<file path="src/sv/kmgw_pkg.sv">
`timescale 1ns / 1ps
// Shared types and constants for the knob-to-gain/mute parameter writer.
// Depends on nothing; every other file of the block imports it.
package kmgw_pkg;

  // Field widths.
  localparam int unsigned SAMPLE_W = 12;
  localparam int unsigned DEADBAND_W = 8;
  localparam int unsigned OFFSET_W = 32;
  localparam int unsigned SLOPE_W = 24;
  localparam int unsigned PROD_W = SLOPE_W + SAMPLE_W;
  localparam int unsigned GAIN_W = OFFSET_W - 8;
  localparam int unsigned VALUE_W = 32;
  localparam int unsigned TARGET_W = 2;
  localparam int unsigned CFG_IDX_W = 3;
  localparam int unsigned CFG_DATA_W = 32;

  // Depth of the request queue between front and back.
  localparam int unsigned CMD_DEPTH = 4;

  // Register reset values.
  localparam logic [DEADBAND_W-1:0] DEADBAND_RST = 8'd2;
  localparam logic [SAMPLE_W-1:0] MUTE_THR_RST = 12'd2855;
  localparam logic [SAMPLE_W-1:0] KNEE_THR_RST = 12'd1861;
  localparam logic [OFFSET_W-1:0] UPPER_OFF_RST = 32'd885837005;
  localparam logic [SLOPE_W-1:0] UPPER_SLOPE_RST = 24'd302776;
  localparam logic [OFFSET_W-1:0] LOWER_OFF_RST = 32'd2478060855;
  localparam logic [SLOPE_W-1:0] LOWER_SLOPE_RST = 24'd1157975;

  // Mute on is 1.0 in 9.23 fixed point.
  localparam logic [VALUE_W-1:0] MUTE_ON_WORD = 32'h0080_0000;

  // Configuration register indexes.
  typedef enum logic [CFG_IDX_W-1:0] {
    REG_DEADBAND    = 3'd0,
    REG_MUTE_THR    = 3'd1,
    REG_KNEE_THR    = 3'd2,
    REG_UPPER_OFF   = 3'd3,
    REG_UPPER_SLOPE = 3'd4,
    REG_LOWER_OFF   = 3'd5,
    REG_LOWER_SLOPE = 3'd6
  } cfg_reg_t;

  // Write targets.
  localparam logic [TARGET_W-1:0] TGT_CH1_MUTE = 2'd0;
  localparam logic [TARGET_W-1:0] TGT_CH2_MUTE = 2'd1;
  localparam logic [TARGET_W-1:0] TGT_CH1_GAIN = 2'd2;
  localparam logic [TARGET_W-1:0] TGT_CH2_GAIN = 2'd3;

  // Current register contents.
  typedef struct packed {
    logic [DEADBAND_W-1:0] deadband;
    logic [SAMPLE_W-1:0]   mute_threshold;
    logic [SAMPLE_W-1:0]   knee_threshold;
    logic [OFFSET_W-1:0]   upper_offset;
    logic [SLOPE_W-1:0]    upper_slope;
    logic [OFFSET_W-1:0]   lower_offset;
    logic [SLOPE_W-1:0]    lower_slope;
  } cfg_t;

  // One classified request from front to back.
  typedef struct packed {
    logic              mute;
    logic              upper;
    logic [PROD_W-1:0] prod;
  } cmd_t;

endpackage

</file>
<file path="src/sv/knob_to_gain_mute_writer_core.sv">
`timescale 1ns / 1ps
// Top level of the knob-to-gain/mute parameter writer.
// Depends on kmgw_pkg, kmgw_cfg_regs, kmgw_front, kmgw_cmd_fifo and kmgw_back.
//
//   Channel   Handshake          Payload
//   in_       in_push / in_full  in_sample
//   out_      out_pop / out_empty out_target, out_value, out_last
//   cfg_      cfg_valid/cfg_ready cfg_index, cfg_wdata
//
// A sample is taken whenever the request queue has room; a kept sample then gives
// two writes (mute) or four writes (gain), one per cycle while out_pop is high, as
// stepped by the back end's write sequencer.
// A sample's first write shows once its queue entry is loaded into the back end.
// Reset loads the register defaults, clears the last accepted sample and empties the queue.
// A stalled result side fills the queue, after which in_full holds the input side.
module knob_to_gain_mute_writer_core import kmgw_pkg::*; #(
  parameter int unsigned QUEUE_DEPTH = CMD_DEPTH
) (
  input  logic                  clk,
  input  logic                  rst_n,
  input  logic                  in_push,
  input  logic [SAMPLE_W-1:0]   in_sample,
  output logic                  in_full,
  input  logic                  out_pop,
  output logic                  out_empty,
  output logic [TARGET_W-1:0]   out_target,
  output logic [VALUE_W-1:0]    out_value,
  output logic                  out_last,
  input  logic                  cfg_valid,
  output logic                  cfg_ready,
  input  logic [CFG_IDX_W-1:0]  cfg_index,
  input  logic [CFG_DATA_W-1:0] cfg_wdata
);

  cfg_t cfg;
  cmd_t q_cmd;
  cmd_t q_head;
  logic q_push;
  logic q_pop;
  logic q_full;
  logic q_empty;

  // Registers accept a write every cycle.
  assign cfg_ready = 1'b1;

  kmgw_cfg_regs u_cfg (
    .clk      (clk),
    .rst_n    (rst_n),
    .wr_en    (cfg_valid && cfg_ready),
    .wr_index (cfg_index),
    .wr_data  (cfg_wdata),
    .cfg      (cfg)
  );

  kmgw_front u_front (
    .clk       (clk),
    .rst_n     (rst_n),
    .cfg       (cfg),
    .in_push   (in_push),
    .in_sample (in_sample),
    .in_full   (in_full),
    .q_full    (q_full),
    .q_push    (q_push),
    .q_cmd     (q_cmd)
  );

  kmgw_cmd_fifo #(
    .DEPTH (QUEUE_DEPTH)
  ) u_queue (
    .clk      (clk),
    .rst_n    (rst_n),
    .push     (q_push),
    .push_cmd (q_cmd),
    .pop      (q_pop),
    .head     (q_head),
    .full     (q_full),
    .empty    (q_empty)
  );

  kmgw_back u_back (
    .clk        (clk),
    .rst_n      (rst_n),
    .cfg        (cfg),
    .q_head     (q_head),
    .q_empty    (q_empty),
    .q_pop      (q_pop),
    .out_empty  (out_empty),
    .out_pop    (out_pop),
    .out_target (out_target),
    .out_value  (out_value),
    .out_last   (out_last)
  );

endmodule

</file>
<file path="src/sv/kmgw_cfg_regs.sv">
`timescale 1ns / 1ps
// Configuration register file of the knob-to-gain/mute writer.
// Depends on kmgw_pkg for the register indexes and the cfg_t bundle.
module kmgw_cfg_regs import kmgw_pkg::*; (
  input  logic                  clk,
  input  logic                  rst_n,
  input  logic                  wr_en,
  input  logic [CFG_IDX_W-1:0]  wr_index,
  input  logic [CFG_DATA_W-1:0] wr_data,
  output cfg_t                  cfg
);

  cfg_t cfg_r;
  cfg_t cfg_nxt;

  // Decode a write; an unknown index leaves everything as it is.
  always_comb begin
    cfg_nxt = cfg_r;
    if (wr_en) begin
      case (cfg_reg_t'(wr_index))
        REG_DEADBAND:    cfg_nxt.deadband = wr_data[DEADBAND_W-1:0];
        REG_MUTE_THR:    cfg_nxt.mute_threshold = wr_data[SAMPLE_W-1:0];
        REG_KNEE_THR:    cfg_nxt.knee_threshold = wr_data[SAMPLE_W-1:0];
        REG_UPPER_OFF:   cfg_nxt.upper_offset = wr_data[OFFSET_W-1:0];
        REG_UPPER_SLOPE: cfg_nxt.upper_slope = wr_data[SLOPE_W-1:0];
        REG_LOWER_OFF:   cfg_nxt.lower_offset = wr_data[OFFSET_W-1:0];
        REG_LOWER_SLOPE: cfg_nxt.lower_slope = wr_data[SLOPE_W-1:0];
        default:         cfg_nxt = cfg_r;
      endcase
    end
  end

  always_ff @(posedge clk) begin
    if (!rst_n) begin
      cfg_r.deadband       <= DEADBAND_RST;
      cfg_r.mute_threshold <= MUTE_THR_RST;
      cfg_r.knee_threshold <= KNEE_THR_RST;
      cfg_r.upper_offset   <= UPPER_OFF_RST;
      cfg_r.upper_slope    <= UPPER_SLOPE_RST;
      cfg_r.lower_offset   <= LOWER_OFF_RST;
      cfg_r.lower_slope    <= LOWER_SLOPE_RST;
    end else begin
      cfg_r <= cfg_nxt;
    end
  end

  assign cfg = cfg_r;

endmodule

</file>
<file path="src/sv/kmgw_front.sv">
`timescale 1ns / 1ps
// Front end: deadband filter, mute/segment classification and slope product.
// Depends on kmgw_pkg; feeds kmgw_cmd_fifo.
module kmgw_front import kmgw_pkg::*; (
  input  logic                clk,
  input  logic                rst_n,
  input  cfg_t                cfg,
  input  logic                in_push,
  input  logic [SAMPLE_W-1:0] in_sample,
  output logic                in_full,
  input  logic                q_full,
  output logic                q_push,
  output cmd_t                q_cmd
);

  logic [SAMPLE_W-1:0] last_acc_r;
  logic [SAMPLE_W-1:0] last_acc_nxt;
  logic [SAMPLE_W-1:0] diff;
  logic                accept;
  logic                keep;
  logic                upper;
  logic [SLOPE_W-1:0]  slope;

  // Distance from the last accepted sample.
  assign diff = (in_sample > last_acc_r) ? (in_sample - last_acc_r)
                                         : (last_acc_r - in_sample);

  // A sample is taken whenever the queue has room; it is kept only if it moved far enough.
  assign accept = in_push && !q_full;
  assign keep   = accept && (diff != '0) && (diff >= {{(SAMPLE_W-DEADBAND_W){1'b0}}, cfg.deadband});
  assign in_full = q_full;

  // Segment choice and slope product; the queue entry registers the product.
  assign upper = (in_sample >= cfg.knee_threshold);
  assign slope = upper ? cfg.upper_slope : cfg.lower_slope;

  always_comb begin
    q_cmd.mute  = (in_sample >= cfg.mute_threshold);
    q_cmd.upper = upper;
    q_cmd.prod  = PROD_W'(slope) * PROD_W'(in_sample);
  end
  assign q_push = keep;

  assign last_acc_nxt = keep ? in_sample : last_acc_r;

  always_ff @(posedge clk) begin
    if (!rst_n) begin
      last_acc_r <= '0;
    end else begin
      last_acc_r <= last_acc_nxt;
    end
  end

endmodule

</file>
<file path="src/sv/kmgw_cmd_fifo.sv">
`timescale 1ns / 1ps
// Short request queue between the front and back ends.
// Depends on kmgw_pkg for the cmd_t entry type.
module kmgw_cmd_fifo import kmgw_pkg::*; #(
  parameter int unsigned DEPTH = CMD_DEPTH
) (
  input  logic clk,
  input  logic rst_n,
  input  logic push,
  input  cmd_t push_cmd,
  input  logic pop,
  output cmd_t head,
  output logic full,
  output logic empty
);

  localparam int unsigned AW = (DEPTH > 1) ? $clog2(DEPTH) : 1;
  localparam int unsigned CW = $clog2(DEPTH + 1);
  localparam logic [AW-1:0] LAST_PTR = AW'(DEPTH - 1);

  cmd_t           mem_r [DEPTH];
  logic [AW-1:0]  wr_ptr_r, wr_ptr_nxt;
  logic [AW-1:0]  rd_ptr_r, rd_ptr_nxt;
  logic [CW-1:0]  count_r, count_nxt;
  logic           do_push;
  logic           do_pop;

  assign full    = (count_r == CW'(DEPTH));
  assign empty   = (count_r == '0);
  assign do_push = push && !full;
  assign do_pop  = pop && !empty;
  assign head    = mem_r[rd_ptr_r];

  // Pointer and fill count update.
  always_comb begin
    wr_ptr_nxt = wr_ptr_r;
    rd_ptr_nxt = rd_ptr_r;
    count_nxt  = count_r;
    if (do_push) begin
      wr_ptr_nxt = (wr_ptr_r == LAST_PTR) ? '0 : wr_ptr_r + 1'b1;
    end
    if (do_pop) begin
      rd_ptr_nxt = (rd_ptr_r == LAST_PTR) ? '0 : rd_ptr_r + 1'b1;
    end
    case ({do_push, do_pop})
      2'b10:   count_nxt = count_r + 1'b1;
      2'b01:   count_nxt = count_r - 1'b1;
      default: count_nxt = count_r;
    endcase
  end

  always_ff @(posedge clk) begin
    if (!rst_n) begin
      wr_ptr_r <= '0;
      rd_ptr_r <= '0;
      count_r  <= '0;
    end else begin
      wr_ptr_r <= wr_ptr_nxt;
      rd_ptr_r <= rd_ptr_nxt;
      count_r  <= count_nxt;
    end
  end

  // Entry storage carries no reset.
  always_ff @(posedge clk) begin
    if (do_push) begin
      mem_r[wr_ptr_r] <= push_cmd;
    end
  end

endmodule

</file>
<file path="src/sv/kmgw_back.sv">
`timescale 1ns / 1ps
// Back end: finishes the gain word and emits the parameter writes of one request.
// Depends on kmgw_pkg; drains kmgw_cmd_fifo.
module kmgw_back import kmgw_pkg::*; (
  input  logic                clk,
  input  logic                rst_n,
  input  cfg_t                cfg,
  input  cmd_t                q_head,
  input  logic                q_empty,
  output logic                q_pop,
  output logic                out_empty,
  input  logic                out_pop,
  output logic [TARGET_W-1:0] out_target,
  output logic [VALUE_W-1:0]  out_value,
  output logic                out_last
);

  logic                busy_r, busy_nxt;
  logic                mute_r, mute_nxt;
  logic [TARGET_W-1:0] step_r, step_nxt;
  logic [GAIN_W-1:0]   gain_r, gain_nxt;
  logic [OFFSET_W-1:0] offset;
  logic [OFFSET_W-1:0] diff;
  logic                positive;
  logic                done;
  logic                load;

  // Gain word: offset minus product, clamped at zero, then down to 2^-23 units.
  assign offset   = q_head.upper ? cfg.upper_offset : cfg.lower_offset;
  assign positive = (PROD_W'(offset) > q_head.prod);
  assign diff     = offset - q_head.prod[OFFSET_W-1:0];

  // Result currently on the ports.
  assign out_empty  = !busy_r;
  assign out_target = step_r;
  assign out_last   = mute_r ? (step_r == TGT_CH2_MUTE) : (step_r == TGT_CH2_GAIN);
  always_comb begin
    if (mute_r) begin
      out_value = MUTE_ON_WORD;
    end else if (step_r == TGT_CH1_GAIN || step_r == TGT_CH2_GAIN) begin
      out_value = {{(VALUE_W-GAIN_W){1'b0}}, gain_r};
    end else begin
      out_value = '0;
    end
  end

  // Take the next request once the last write of this one leaves.
  assign done  = busy_r && out_pop && out_last;
  assign load  = (!busy_r || done) && !q_empty;
  assign q_pop = load;

  always_comb begin
    busy_nxt = busy_r;
    mute_nxt = mute_r;
    step_nxt = step_r;
    gain_nxt = gain_r;
    if (load) begin
      busy_nxt = 1'b1;
      mute_nxt = q_head.mute;
      step_nxt = TGT_CH1_MUTE;
      gain_nxt = positive ? diff[OFFSET_W-1:8] : '0;
    end else if (done) begin
      busy_nxt = 1'b0;
    end else if (busy_r && out_pop) begin
      step_nxt = step_r + 1'b1;
    end
  end

  always_ff @(posedge clk) begin
    if (!rst_n) begin
      busy_r <= 1'b0;
      step_r <= TGT_CH1_MUTE;
    end else begin
      busy_r <= busy_nxt;
      step_r <= step_nxt;
    end
  end

  always_ff @(posedge clk) begin
    mute_r <= mute_nxt;
    gain_r <= gain_nxt;
  end

endmodule
</file>
<file path="config.mk">
export PLATFORM = sky130hd
export DESIGN_NAME = knob_to_gain_mute_writer_core
export DESIGN_NICKNAME = d
export VERILOG_FILES = /design/src/sv/kmgw_pkg.sv /design/src/sv/knob_to_gain_mute_writer_core.sv /design/src/sv/kmgw_cfg_regs.sv /design/src/sv/kmgw_front.sv /design/src/sv/kmgw_cmd_fifo.sv /design/src/sv/kmgw_back.sv
export SDC_FILE = /design/constraint.sdc
export NUM_CORES = 1
export LEC_CHECK = 0
export BUFFER_PORTS_ARGS = -buffer_cell sky130_fd_sc_hd__buf_2
export CORE_MARGIN = 2
export CORE_UTILIZATION = 40
export DETAILED_ROUTE_END_ITERATION = 10
export HOLD_SLACK_MARGIN = 0.08
export PLACE_DENSITY = 0.54
export SLEW_MARGIN = 20
export SYNTH_ARGS = -nofsm -noshare
export SYNTH_HDL_FRONTEND = slang
export SYNTH_SLANG_ARGS = --single-unit
</file>
<file path="constraint.sdc">
create_clock -name clk -period 15.7 [get_ports clk]
set_input_delay 3.14 -clock clk [delete_from_list [all_inputs] [get_ports clk]]
set_output_delay 3.14 -clock clk [all_outputs]
set_load 0.005 [all_outputs]
</file>
* Yosys cells after proc, flatten, opt, wreduce, memory -nomap -nowiden
Memories as Yosys holds them, arrays and structs flattened. A register that Yosys moved wholly into a read port is not among the register bits.
Index checks and enable logic that the tools add are counted.
** Word-level totals
- Bits in registers :: 191
- Memory bits (writable) :: 152
- Bits of input ports :: 52
- Output and inout bits :: 38
- Word-level logic and storage cells :: 88
- Memories :: 1
** Memories
- u_queue.mem_r :: words 4, bits a word 38, rd ports 1, clocked after memory_dff 1, wr ports 1, line kmgw_cmd_fifo.sv:21 : cmd_t mem_r [DEPTH];
** Cells by class
- $add $sub $neg :: 8
- Multipliers :: 1
- Magnitude comparators :: 5
- Equal/unequal tests :: 14
- Mux-type cells :: 15
- Bitwise gates (word level) :: 2
- Reduce and logical (&&, ||, !) cells :: 27
** Operator list (count)
- 2-to-1 mux 32 bit :: 2
- 2-to-1 mux 24 bit :: 2
- greater-than comparator 32 x 36 -> 1 bit :: 1
- multiplier 24 x 12 -> 36 bit :: 1
- subtractor 32 bit :: 1
- >= comparator 12 bit :: 2
- subtractor 12 bit :: 2
- AND reduction 2 bit :: 8
- equality test 3 bit (second input constant) :: 4
- >= comparator 12 x 8 -> 1 bit :: 1
- greater-than comparator 12 bit :: 1
- 2-to-1 mux 12 bit :: 1
- nonzero test 12 bit :: 1
- equality test 2 bit (second input constant) :: 5
- logical AND 1 bit :: 8
- 2-to-1 mux 2 bit :: 4
- adder 2 x 1 -> 2 bit (second input constant) :: 3
- equality test 3 x 2 -> 1 bit (second input constant) :: 2
- zero test 3 bit :: 2
- case mux 3 bit (2 select lines) :: 1
- 2-to-1 mux 1 bit :: 5
- equality test 2 x 1 -> 1 bit (second input constant) :: 2
- nonzero test 2 bit :: 2
- adder 3 x 1 -> 3 bit (second input constant) :: 1
- 6 further kinds :: 10

* Longest topological paths before layout
Gate-level depths: netlist (run 1).
- Depth in word-level cells :: 8
- Gate-level depth with buffers :: 36
- Gate-level depth less buffers :: 33

* Modules after synthesis
Synthesis (run 1) repeated with hierarchy kept, for this count alone.
** Unflattened totals
- Cell total of the unflattened synthesis :: 3273
- Area total of the unflattened synthesis :: 30774.5 µm²
** Modules (own cells, without submodules)
- kmgw_front :: instances 1, cells each 2105, area each 15919.0 µm², seq. area each 240.2 µm²
- kmgw_cmd_fifo :: instances 1, cells each 254, area each 5992.0 µm², seq. area each 4744.6 µm²
- kmgw_cfg_regs :: instances 1, cells each 547, area each 5667.9 µm², seq. area each 2882.8 µm²
- kmgw_back :: instances 1, cells each 365, area each 3184.3 µm², seq. area each 810.8 µm²
- knob_to_gain_mute_writer_core :: instances 1, cells each 2, area each 11.3 µm², seq. area each 0.0 µm²

* Worst setup path after synthesis (run 1)
OpenSTA, ideal clock, no wires.
- Kind :: in2reg
- Start point :: input in_sample[0]
- End point :: memory u_queue.mem_r[0][35] (netlist name) (data pin)
- Library setup time :: 0.151 ns
- Arrival :: 10.782 ns
- Required time :: 15.549 ns
- Setup slack :: 4.767 ns
- Stages :: 33
- Path buffers :: 3
- Cells stage by stage :: inv_1 ha_1 nand2b_1 a21o_1 a21o_1 a21oi_1 nor2b_1 o21ai_0 a21oi_1 a221oi_1 clkbuf_1 mux2_2 clkbuf_1 and2_1 fa_1 fa_1 fa_1 fa_1 inv_1 fa_1 inv_1 ha_1 clkbuf_1 a21o_1 a211oi_1 o21bai_1 a21o_1 a221o_1 a221o_1 nand4_1 a311oi_1 or4_1 nand3_1
** RTL lines
- start, declared :: line knob_to_gain_mute_writer_core.sv:22 : input logic [SAMPLE_W-1:0] in_sample,
- end, declared :: line kmgw_cmd_fifo.sv:21

==> run metrics, run 1 <==
Worst path most repeated cell=fa_1; post-synth top area share=between 20 and 25%; gpl congestion=between 0.8 and 0.9; post-CTS setup buffer count=0; post-synthesis cell count=about 2.7k; sw frac=about 44%; share of layout cells above drive strength 1=between 10% and 20%; CP Capture Type=register; Async S/R FF share, synth=0%; Final ANT Viol Nets=0; Synth area leader=edfxtp_1; share of total power in combinational logic=around three fifths; pwr/cell area=approximately 250 nW/µm²; Max Root-Sink Buffers=3; area delta synth->final=9.64%; total congestion overflow=0; clock skew=approximately 0.013 ns; Setup CP Type=primary input to register; Die Width=roughly 260 µm; # fillers=around 6.1k; detailed placer's ending HPWL=52200 µm; routed length per instance=19.9 µm; Synth Flop Type=edfxtp_1; Worst path max stage delay=between 0.5 and 0.6 ns; number of H-tree levels=2; cell area after synthesis=around 26000 µm²; CTS Hold Bufs=0; DRT Wirelength=slightly above 70000 µm; CTS tree=done; Hold WC Path Type=register to register; Int Pwr=3.88 mW; worst-margin pin slew=around 1.2 ns; Final period util=approximately three quarters; number of nets in the layout=3124; sequential area share after synthesis=33.8%; Critical R2R Launch=u_cfg.cfg[112]; CP Data Required Time=approximately 16 ns; Max VDD drop=between 0.2 and 0.3 mV; CP Launch Type=primary input; Mean Syn Cell Area=about 9.7 µm²; DRT iter0 DRCs=around 1.3k; status=complete, no violations; max-cap violations=0; Pwr Total=between 6 and 7 mW; CTS Buf Count=39; worst skew pair latency=around 0.55 ns; Final min period=between 10 and 15 ns; reg2reg path depth=30; I/O pin count=90; Die ar.=~66000 µm²; Final Setup Violations=0; Row Count=92; Worst path slowest cell=fa_1; ant diodes=0; port bufs=80; Sink Count=between 300 and 400; RSZ-0062 raised after global routing=no; vias in the first global route=19.1k; P_sw=between 3 and 4 mW; # resized after CTS=0; DRT Pass-1 Iters=7; Area contributors post-synth=edfxtp_1 (21%), fa_1 (17%), dfxtp_1 (13%); gr usage total=21.7%; CORE AREA=63300 µm²; Clk pwr share=about an eighth; Max Clock Freq=about 86 MHz; Via density=roughly 5.2; leakage power=~12 nW; DR vias=roughly 18k; largest net degree at the start of global routing=between 90 and 100; starting density of the core=roughly two fifths; Worst Setup EP=u_queue.mem_r[0][35]; reg2reg end=u_queue.mem_r[0][35]; Cells after DPL=3484; clk slew on worst S/H paths=approximately 0.06 ns; distinct cell type count after synthesis=69; slew margin rel.=19.8%; CP max FO=29; Yosys reg bits=about 350; pre-CTS setup slack=approximately 3.6 ns; DRC Markers=0; Final WS setup=just over 4 ns; Fin Hold WS=~0.45 ns; Fin. Hold Viols=0; global-route wire length before repair=about 110000 µm; YS warnings=0; clock root cell=clkbuf_16; power share of the sequential group=approximately a quarter; Die Y=about 260 µm; Worst EP arrival=around 12 ns; r2r setup slk=between 7 and 8 ns; Setup crit start=in_sample[0]; TNS Setup=0 ns; Slew Viols, Final=0; number of enable flip-flop cells after synthesis=roughly 180; initial antenna violation count=2; final std cells w/o fill=3552
-- cell usage after synthesis (all sizes together) (10+ instances only) --
cell type,number
a21boi,80
a21o,32
a21oi,60
and2,96
and3,11
buf,27
clkbuf,106
dfxtp,168
edfxtp,177
fa,223
ha,170
inv,364
mux2,57
mux4,35
nand2,532
nand2b,19
nand3,93
nand4,11
nor2,107
nor2b,17
nor3,25
nor4,10
o211ai,14
o21a,12
o21ai,57
xnor2,32
xor2,21
-- worst min-delay path by stage --
stage	startpoint	slack, ns	cells after the start	to
final	u_front.last_acc_r[11]	0.45	2	u_front.last_acc_r[11]
after global placement	u_cfg.cfg[109]	0.44	2	u_cfg.cfg[109]
after detailed placement	u_front.last_acc_r[11]	0.45	2	u_front.last_acc_r[11]
after global routing	u_front.last_acc_r[11]	0.48	2	u_front.last_acc_r[11]
after floorplan	u_cfg.cfg[106]	0.43	2	u_cfg.cfg[106]
after CTS	u_front.last_acc_r[11]	0.46	2	u_front.last_acc_r[11]
-- state kept, by name, indices dropped and copies added (netlist names), named ones only --
| register | cells |
|---|---|
| u_queue.mem_r | 152 |
| u_cfg.cfg | 144 |
| u_back.gain_r | 24 |
| u_front.last_acc_r | 12 |
| u_queue.count_r | 3 |
| u_back.out_target | 2 |
| u_queue.rd_ptr_r | 2 |
| u_queue.wr_ptr_r | 2 |
| u_back.busy_r | 1 |
| u_back.mute_r | 1 |
-- placed cells by master, fill, tap and decap left out, types with 19 or more instances in the layout --
master / count
nand3_1: 77
xnor2_1: 32
buf_2: 79
xor2_1: 21
nor3_1: 24
nor2_1: 104
mux4_2: 35
edfxtp_1: 177
nand2_1: 532
a21boi_0: 80
inv_1: 364
o21ai_0: 41
a21oi_1: 58
buf_4: 29
a21o_1: 32
clkbuf_16: 40
nand2b_1: 19
fa_1: 223
ha_1: 170
mux2_2: 56
and2_1: 96
dfxtp_1: 167
-- kinds of logic after synthesis --
group	Yosys count	share of synthesized area (%)
AO/OA/AOI/OAI	318	8.56
adder cells (fa/ha/maj)	393	25.7
XOR/XNOR	53	1.81
buffers and inverters	497	7.55
other	2	0.0292
multiplexers	101	5.93
AND/OR/NAND/NOR	947	16.7
flip-flops	345	33.8
-- cell type report --
| class | instances | area [µm²] | area share, % |
|---|---|---|---|
| Timing Repair Buffer | 108 | 613 | 2.18 |
| Clock inverter | 15 | 163 | 0.578 |
| Inverter | 364 | 1370 | 4.85 |
| Tap cell | 846 | 1060 | 3.76 |
| Sequential cell | 345 | 8680 | 30.8 |
| Multi-Input combinational cell | 1821 | 15200 | 53.9 |
| Clock buffer | 53 | 1100 | 3.91 |
-- power groups by stage --
stage | logic, mW | clock network [mW] | registers [mW]
after floorplan | 3.11 | 0 | 1.78
after global placement | 4.27 | 0 | 1.79
after detailed placement | 4.35 | 0 | 1.80
after CTS | 4.37 | 0.929 | 1.79
after global routing | 4.87 | 0.961 | 1.81
final | 4.30 | 0.906 | 1.78
-- per-stage QoR --
step / cell area (µm²) / utilization [%]
after floorplan: 25700 / -
after global placement: 26900 / 42.5
after detailed placement: 26900 / 42.5
after CTS: 28200 / 44.5
after global routing: 28200 / 44.5
final: 28200 / 44.5
-- routing by layer --
layer  up-vias  GRT usage (%)  wire length, µm
li1       8709              -                -
met1      9293           30.0            32300
met2       406           36.3            33300
met3        71           2.77             3390
met4         4           5.07             1470
met5         -              0               25
-- critical path, delay by kind of cell --
family	cells	cell delay, ns
compound gates	13	2.69
fa+ha+maj	7	3.15
buf+inv	5	1.28
mux	1	0.52
simple gates	6	1.21
Note: power is estimated with default switching activity, not from simulation.
==> inputs of run 2 (changes only) <==
Clock period 15.7 ns to 11.9 ns, I/O delays scaled along.
==> run metrics, run 2 (same netlist as run 1, synthesis figures left out) <==
status=complete, no violations (unchanged); metal2 WL=33500 µm (was 33300 µm); share of layout cells above drive strength 1=11.3% (about the same); pwr/cell area=328 nW/µm² (was 248 nW/µm²); share of total power in combinational logic=60.8% (was 61.5%); area delta synth->final=10.0% (was 9.64%); Final Setup Violations=0 (unchanged); DRT Pass-1 Iters=5 (was 7); Final WS setup=1.31 ns (was 4.05 ns); Worst EP arrival=10.99 ns (was 12.04 ns); multi-input logic area=15200 µm² (about the same); commonest cells after routing, fill and taps aside=nand2_1 (532), inv_1 (364), fa_1 (223) (unchanged); I/O pin count=90 (unchanged); post-layout util=44.6% (was 44.5%); slew margin rel.=20.3% (was 19.8%); Cells after DPL=3486 (was 3484); Pwr Total=9.26 mW (was 6.98 mW); Setup CP Type=primary input to register (unchanged); RSZ-0062 raised after global routing=no (unchanged); gpl congestion=0.908 (was 0.885); Max VDD drop=0.320 mV (was 0.289 mV); reg2reg path depth=29 (was 30); Max Clock Freq=approximately 94 MHz; DRT iter0 DRCs=1302 (was 1319); ant diodes=0 (unchanged); Critical R2R Launch=u_cfg.cfg[112] (unchanged); total congestion overflow=0 (unchanged); Worst Hold End=u_front.last_acc_r[11] (unchanged); Die Width=257 µm (unchanged); Largest register FFs=152 (unchanged); clock root cell=clkbuf_16 (unchanged); Final min period=about 11 ns; power share of the sequential group=25.4% (was 25.5%); CP Capture Type=register (unchanged); Final ANT Viol Nets=0 (unchanged); Via density=5.24 (was 5.20); r2r setup slk=3.14 ns (was 7.19 ns); CTS tree=done (unchanged); gr usage total=21.8% (was 21.7%); Fin Hold WS=0.454 ns (about the same); Hold WC Path Type=register to register (unchanged); Max Root-Sink Buffers=3 (unchanged); Die Y=257 µm (unchanged); Sink Count=345 (unchanged); worst-margin pin slew=1.18 ns (was 1.17 ns); CTS Hold Bufs=0 (unchanged); initial antenna violation count=1 (was 2); max-cap violations=0 (unchanged); Largest Register=u_queue.mem_r (unchanged); max layer used=met4 (was met5); P_sw=4.09 mW (was 3.11 mW); CORE AREA=63300 µm² (unchanged); Clk pwr share=13.8% (was 13.0%); wl on met1=30900 µm (was 32300 µm); WHS Path Cells=2 (unchanged); port bufs=80 (unchanged); clk slew on worst S/H paths=0.05 ns (was 0.06 ns); reg2reg end=u_queue.mem_r[0][35] (unchanged); TNS Setup=0 ns (unchanged); Die ar.=66300 µm² (unchanged); Slew Viols, Final=0 (unchanged); routed length per instance=19.9 µm (about the same); # resized after CTS=0 (unchanged); CP Launch Type=primary input (unchanged); global-route wire length before repair=111000 µm (was 110000 µm); post-CTS setup buffer count=0 (unchanged); clock skew=0.0304 ns (was 0.0133 ns); Final period util=slightly below 90%; vias in the first global route=19.3k (was 19.1k); # fillers=6131 (was 6125); met3 WL=4010 µm (was 3390 µm); Row Count=92 (unchanged); worst skew pair latency=0.58 ns (was 0.55 ns); Fin. Hold Viols=0 (unchanged); CP Data Required Time=12.30 ns (was 16.09 ns); sw frac=44.2% (was 44.5%); DR vias=18.6k (was 18.5k); number of nets in the layout=3127 (was 3124); leakage power=12.4 nW (about the same); DRT Wirelength=71000 µm (was 70500 µm); starting density of the core=40.6% (unchanged); Seq. cell area=8680 µm² (unchanged); most common cell after layout, fill and taps aside=nand2_1 (unchanged); largest net degree at the start of global routing=94 (was 96); number of H-tree levels=2 (unchanged); CTS Buf Count=40 (was 39); Int Pwr=5.17 mW (was 3.88 mW); pre-CTS setup slack=0.837 ns (was 3.58 ns); DRC Markers=0 (unchanged); CP max FO=27 (was 29); placed instance area=26900 µm² (about the same); final std cells w/o fill=3559 (was 3552); HP Start=u_front.last_acc_r[11] (unchanged); detailed placer's ending HPWL=53300 µm (was 52200 µm); Finished Cell Area=28300 µm² (was 28200 µm²)
[run 2: cell types whose count changed in the layout (fill, tap and decap cells not counted), moves of 2 or more]
cell / change
clkbuf_8: -3
buf_4: +2
bufinv_16: +3
clkinv_4: +2
clkinvlp_4: -3
clkinv_1: +7
clkinv_2: -3
[run 2: final cells by class]
cell class                      count  area share, %
Timing Repair Buffer              110           2.22
Inverter                          364           4.83
Multi-Input combinational cell   1821           53.7
Tap cell                          846           3.74
Sequential cell                   345           30.7
Clock buffer                       50           3.74
Clock inverter                     23           1.05
[run 2: per-layer routing]
metal,global-route usage [%],vias to the layer above
li1,-,8710
met1,28.3,9380
met2,36.6,444
met3,4.10,108
met4,7.55,0
met5,0,-
[run 2: worst max path at each step]
stage / cells after the start / slack, ns / to / from
floorplan: 33 / 1.73 / u_queue.mem_r[0][35] / in_sample[0]
global placement: 28 / 0.95 / u_queue.mem_r[0][35] / in_sample[2]
detailed placement: 28 / 0.84 / u_queue.mem_r[2][35] / in_sample[2]
CTS: 28 / 1.41 / u_queue.mem_r[0][35] / in_sample[2]
global route: 29 / 0.99 / u_queue.mem_r[0][35] / in_sample[2]
finish: 28 / 1.31 / u_queue.mem_r[0][35] / in_sample[2]
[run 2: power by group through the flow]
stage / Sequential, mW / Combinational [mW] / Clock [mW]
5_1_grt: 2.38 / 6.38 / 1.35
6_report: 2.35 / 5.63 / 1.28
3_3_place_gp: 2.36 / 5.58 / 0
4_1_cts: 2.36 / 5.72 / 1.30
2_1_floorplan: 2.35 / 4.10 / 0
3_5_place_dp: 2.38 / 5.70 / 0
[run 2: worst max-delay path, cell delays in order]
cell and delay, ns:
buf_2 0.58, ha_1 0.35, a21o_1 0.16, a21oi_1 0.13, nor2b_1 0.05, o21ai_0 0.16
a21oi_1 0.13, a221oi_4 0.78, mux2_2 0.53, and2_1 0.21, fa_1 0.57, fa_1 0.45
fa_1 0.46, fa_1 0.50, inv_1 0.05, fa_1 0.50, inv_1 0.05, ha_1 0.36
a21o_1 0.19, a211oi_1 0.30, o21bai_1 0.12, a21o_1 0.19, a221o_1 0.38, a221o_1 0.41
nand4_1 0.15, a311oi_1 0.15, or4_1 0.50, nand3_1 0.15
==> inputs of run 3 (changes only) <==
Settings changed: RECOVER_POWER set to 100.
==> run metrics, run 3 (same netlist as run 1, synthesis figures left out) <==
status=finished with violations (was complete, no violations); failing checks=capacitance limit, slew limit; Critical R2R Launch=u_cfg.cfg[112] (unchanged); CP Capture Type=register (unchanged); Max Root-Sink Buffers=3 (unchanged); Via density=5.24 (about the same); metal2 WL=33600 µm (was 33500 µm); Max VDD drop=0.321 mV (was 0.320 mV); Final period util=91.6% (was 89.0%); DRT Pass-1 Iters=5 (unchanged); Final Setup Violations=0 (unchanged); Row Count=92 (unchanged); wl on met1=30700 µm (was 30900 µm); Worst path slowest cell=a221oi_4 (unchanged); DRT Wirelength=71000 µm (about the same); post-CTS setup buffer count=0 (unchanged); Pwr Total=9.26 mW (about the same); gpl congestion=0.908 (unchanged); CORE AREA=63300 µm² (unchanged); # resized after CTS=0 (unchanged); slew margin rel.=-164% (was 20.3%); number of H-tree levels=2 (unchanged); r2r setup slk=2.83 ns (was 3.14 ns); Fin. Hold Viols=0 (unchanged); share of layout cells above drive strength 1=9.92% (was 11.3%); initial antenna violation count=1 (unchanged); Die Width=257 µm (unchanged); # fillers=6168 (was 6131); Die ar.=66300 µm² (unchanged); CTS Hold Bufs=0 (unchanged); CP max FO=27 (unchanged); total congestion overflow=0 (unchanged); detailed placer's ending HPWL=53300 µm (unchanged); global-route wire length before repair=111000 µm (unchanged); most common cell after layout, fill and taps aside=nand2_1 (unchanged); Slew Viols, Final=431 (was 0); Final ANT Viol Nets=0 (unchanged); area delta synth->final=9.65% (was 10.0%); Setup CP Type=primary input to register (unchanged); reg2reg end=u_queue.mem_r[0][35] (unchanged); ant diodes=0 (unchanged); Sink Count=345 (unchanged); largest net degree at the start of global routing=94 (unchanged); worst-margin pin slew=3.96 ns (was 1.18 ns); pwr/cell area=329 nW/µm² (was 328 nW/µm²); reg2reg path depth=29 (unchanged); DRC Markers=0 (unchanged); starting density of the core=40.6% (unchanged); CP Data Required Time=12.30 ns (about the same); max layer used=met4 (unchanged); Worst path most repeated cell=fa_1 (unchanged); worst skew pair latency=0.58 ns (about the same); Worst Setup EP=u_queue.mem_r[0][35] (unchanged); met3 WL=4180 µm (was 4010 µm); number of nets in the layout=3127 (unchanged); CTS Buf Count=40 (unchanged); RSZ-0062 raised after global routing=no (unchanged); routed length per instance=19.9 µm (about the same); Worst path max stage delay=0.80 ns (was 0.78 ns); Max Clock Freq=91.8 MHz (was 94.4 MHz); gr usage total=21.8% (unchanged); port bufs=80 (unchanged); max-cap violations=9 (was 0); leakage power=12.3 nW (was 12.4 nW); Worst EP arrival=11.30 ns (was 10.99 ns); Die Y=257 µm (unchanged); Largest Register=u_queue.mem_r (unchanged); DR vias=18.7k (was 18.6k); HP Start=u_cfg.cfg[85] (was u_front.last_acc_r[11]); DRT iter0 DRCs=1363 (was 1302); CTS tree=done (unchanged); CP Launch Type=primary input (unchanged); Final min period=10.90 ns (was 10.59 ns); TNS Setup=0 ns (unchanged); commonest cells after routing, fill and taps aside=nand2_1 (532), inv_1 (364), fa_1 (223) (unchanged); clock skew=0.0293 ns (was 0.0304 ns); vias in the first global route=19.3k (unchanged); Hold WC Path Type=register to register (unchanged); Setup crit start=in_sample[2] (unchanged); clock root cell=clkbuf_16 (unchanged); clk slew on worst S/H paths=0.06 ns (was 0.05 ns); I/O pin count=90 (unchanged); Largest register FFs=152 (unchanged)
-- run 3: cell count changes in the layout (fill, tap and decap cells not counted), moves of 11 or more --
cell | before | now
and2_0 | 0 | 25
and2_1 | 96 | 71
buf_4 | 31 | 20
clkbuf_1 | 8 | 23
o21ai_0 | 41 | 54
o21ai_2 | 14 | 2
-- run 3: layer usage --
layer	track usage, %	vias to the layer above
li1	-	8709
met1	28.3	9375
met2	36.6	470
met3	4.10	107
met4	7.55	0
met5	0	-
-- run 3: how the worst min path moves through the flow --
stage          slack (ns)                      to  cells after the start
6_report             0.47           u_cfg.cfg[85]                      2
5_1_grt              0.49           u_cfg.cfg[42]                      2
4_1_cts              0.46  u_front.last_acc_r[11]                      2
3_5_place_dp         0.45  u_front.last_acc_r[11]                      2
3_3_place_gp         0.45  u_front.last_acc_r[11]                      2
2_1_floorplan        0.43          u_cfg.cfg[106]                      2
-- run 3: area by class of cell --
| class | instances | area (µm²) | share of cell area [%] |
|---|---|---|---|
| Inverter | 364 | 1370 | 4.85 |
| Sequential cell | 345 | 8680 | 30.8 |
| Clock buffer | 50 | 1060 | 3.76 |
| Multi-Input combinational cell | 1821 | 15100 | 53.7 |
| Tap cell | 846 | 1060 | 3.76 |
| Clock inverter | 23 | 298 | 1.06 |
| Timing Repair Buffer | 110 | 582 | 2.07 |
-- run 3: power by group --
| part | leakage (nW) | switching (mW) | internal (mW) |
|---|---|---|---|
| Combinational | 8.63 | 3.49 | 2.12 |
| Clock | 0.656 | 0.510 | 0.766 |
| Sequential | 3.03 | 0.0869 | 2.28 |
-- run 3: metrics by stage --
step	cells	instance area [µm²]	utilization [%]	setup slack (ns)	hold slack [ns]
after floorplan	2663	25700	-	1.73	0.435
after global placement	3486	26900	42.5	0.951	0.445
after detailed placement	3486	26900	42.5	0.837	0.452
after CTS	3559	28300	44.6	1.41	0.459
after global routing	3559	28200	44.5	0.615	0.489
final	3559	28200	44.5	1.00	0.466
-- run 3: critical path, delay by kind of cell --
family,cells,cell delay (ns)
compound gates,9,2.38
buf+inv,4,1.34
mux,1,0.68
fa+ha+maj,7,3.19
simple gates,7,1.30
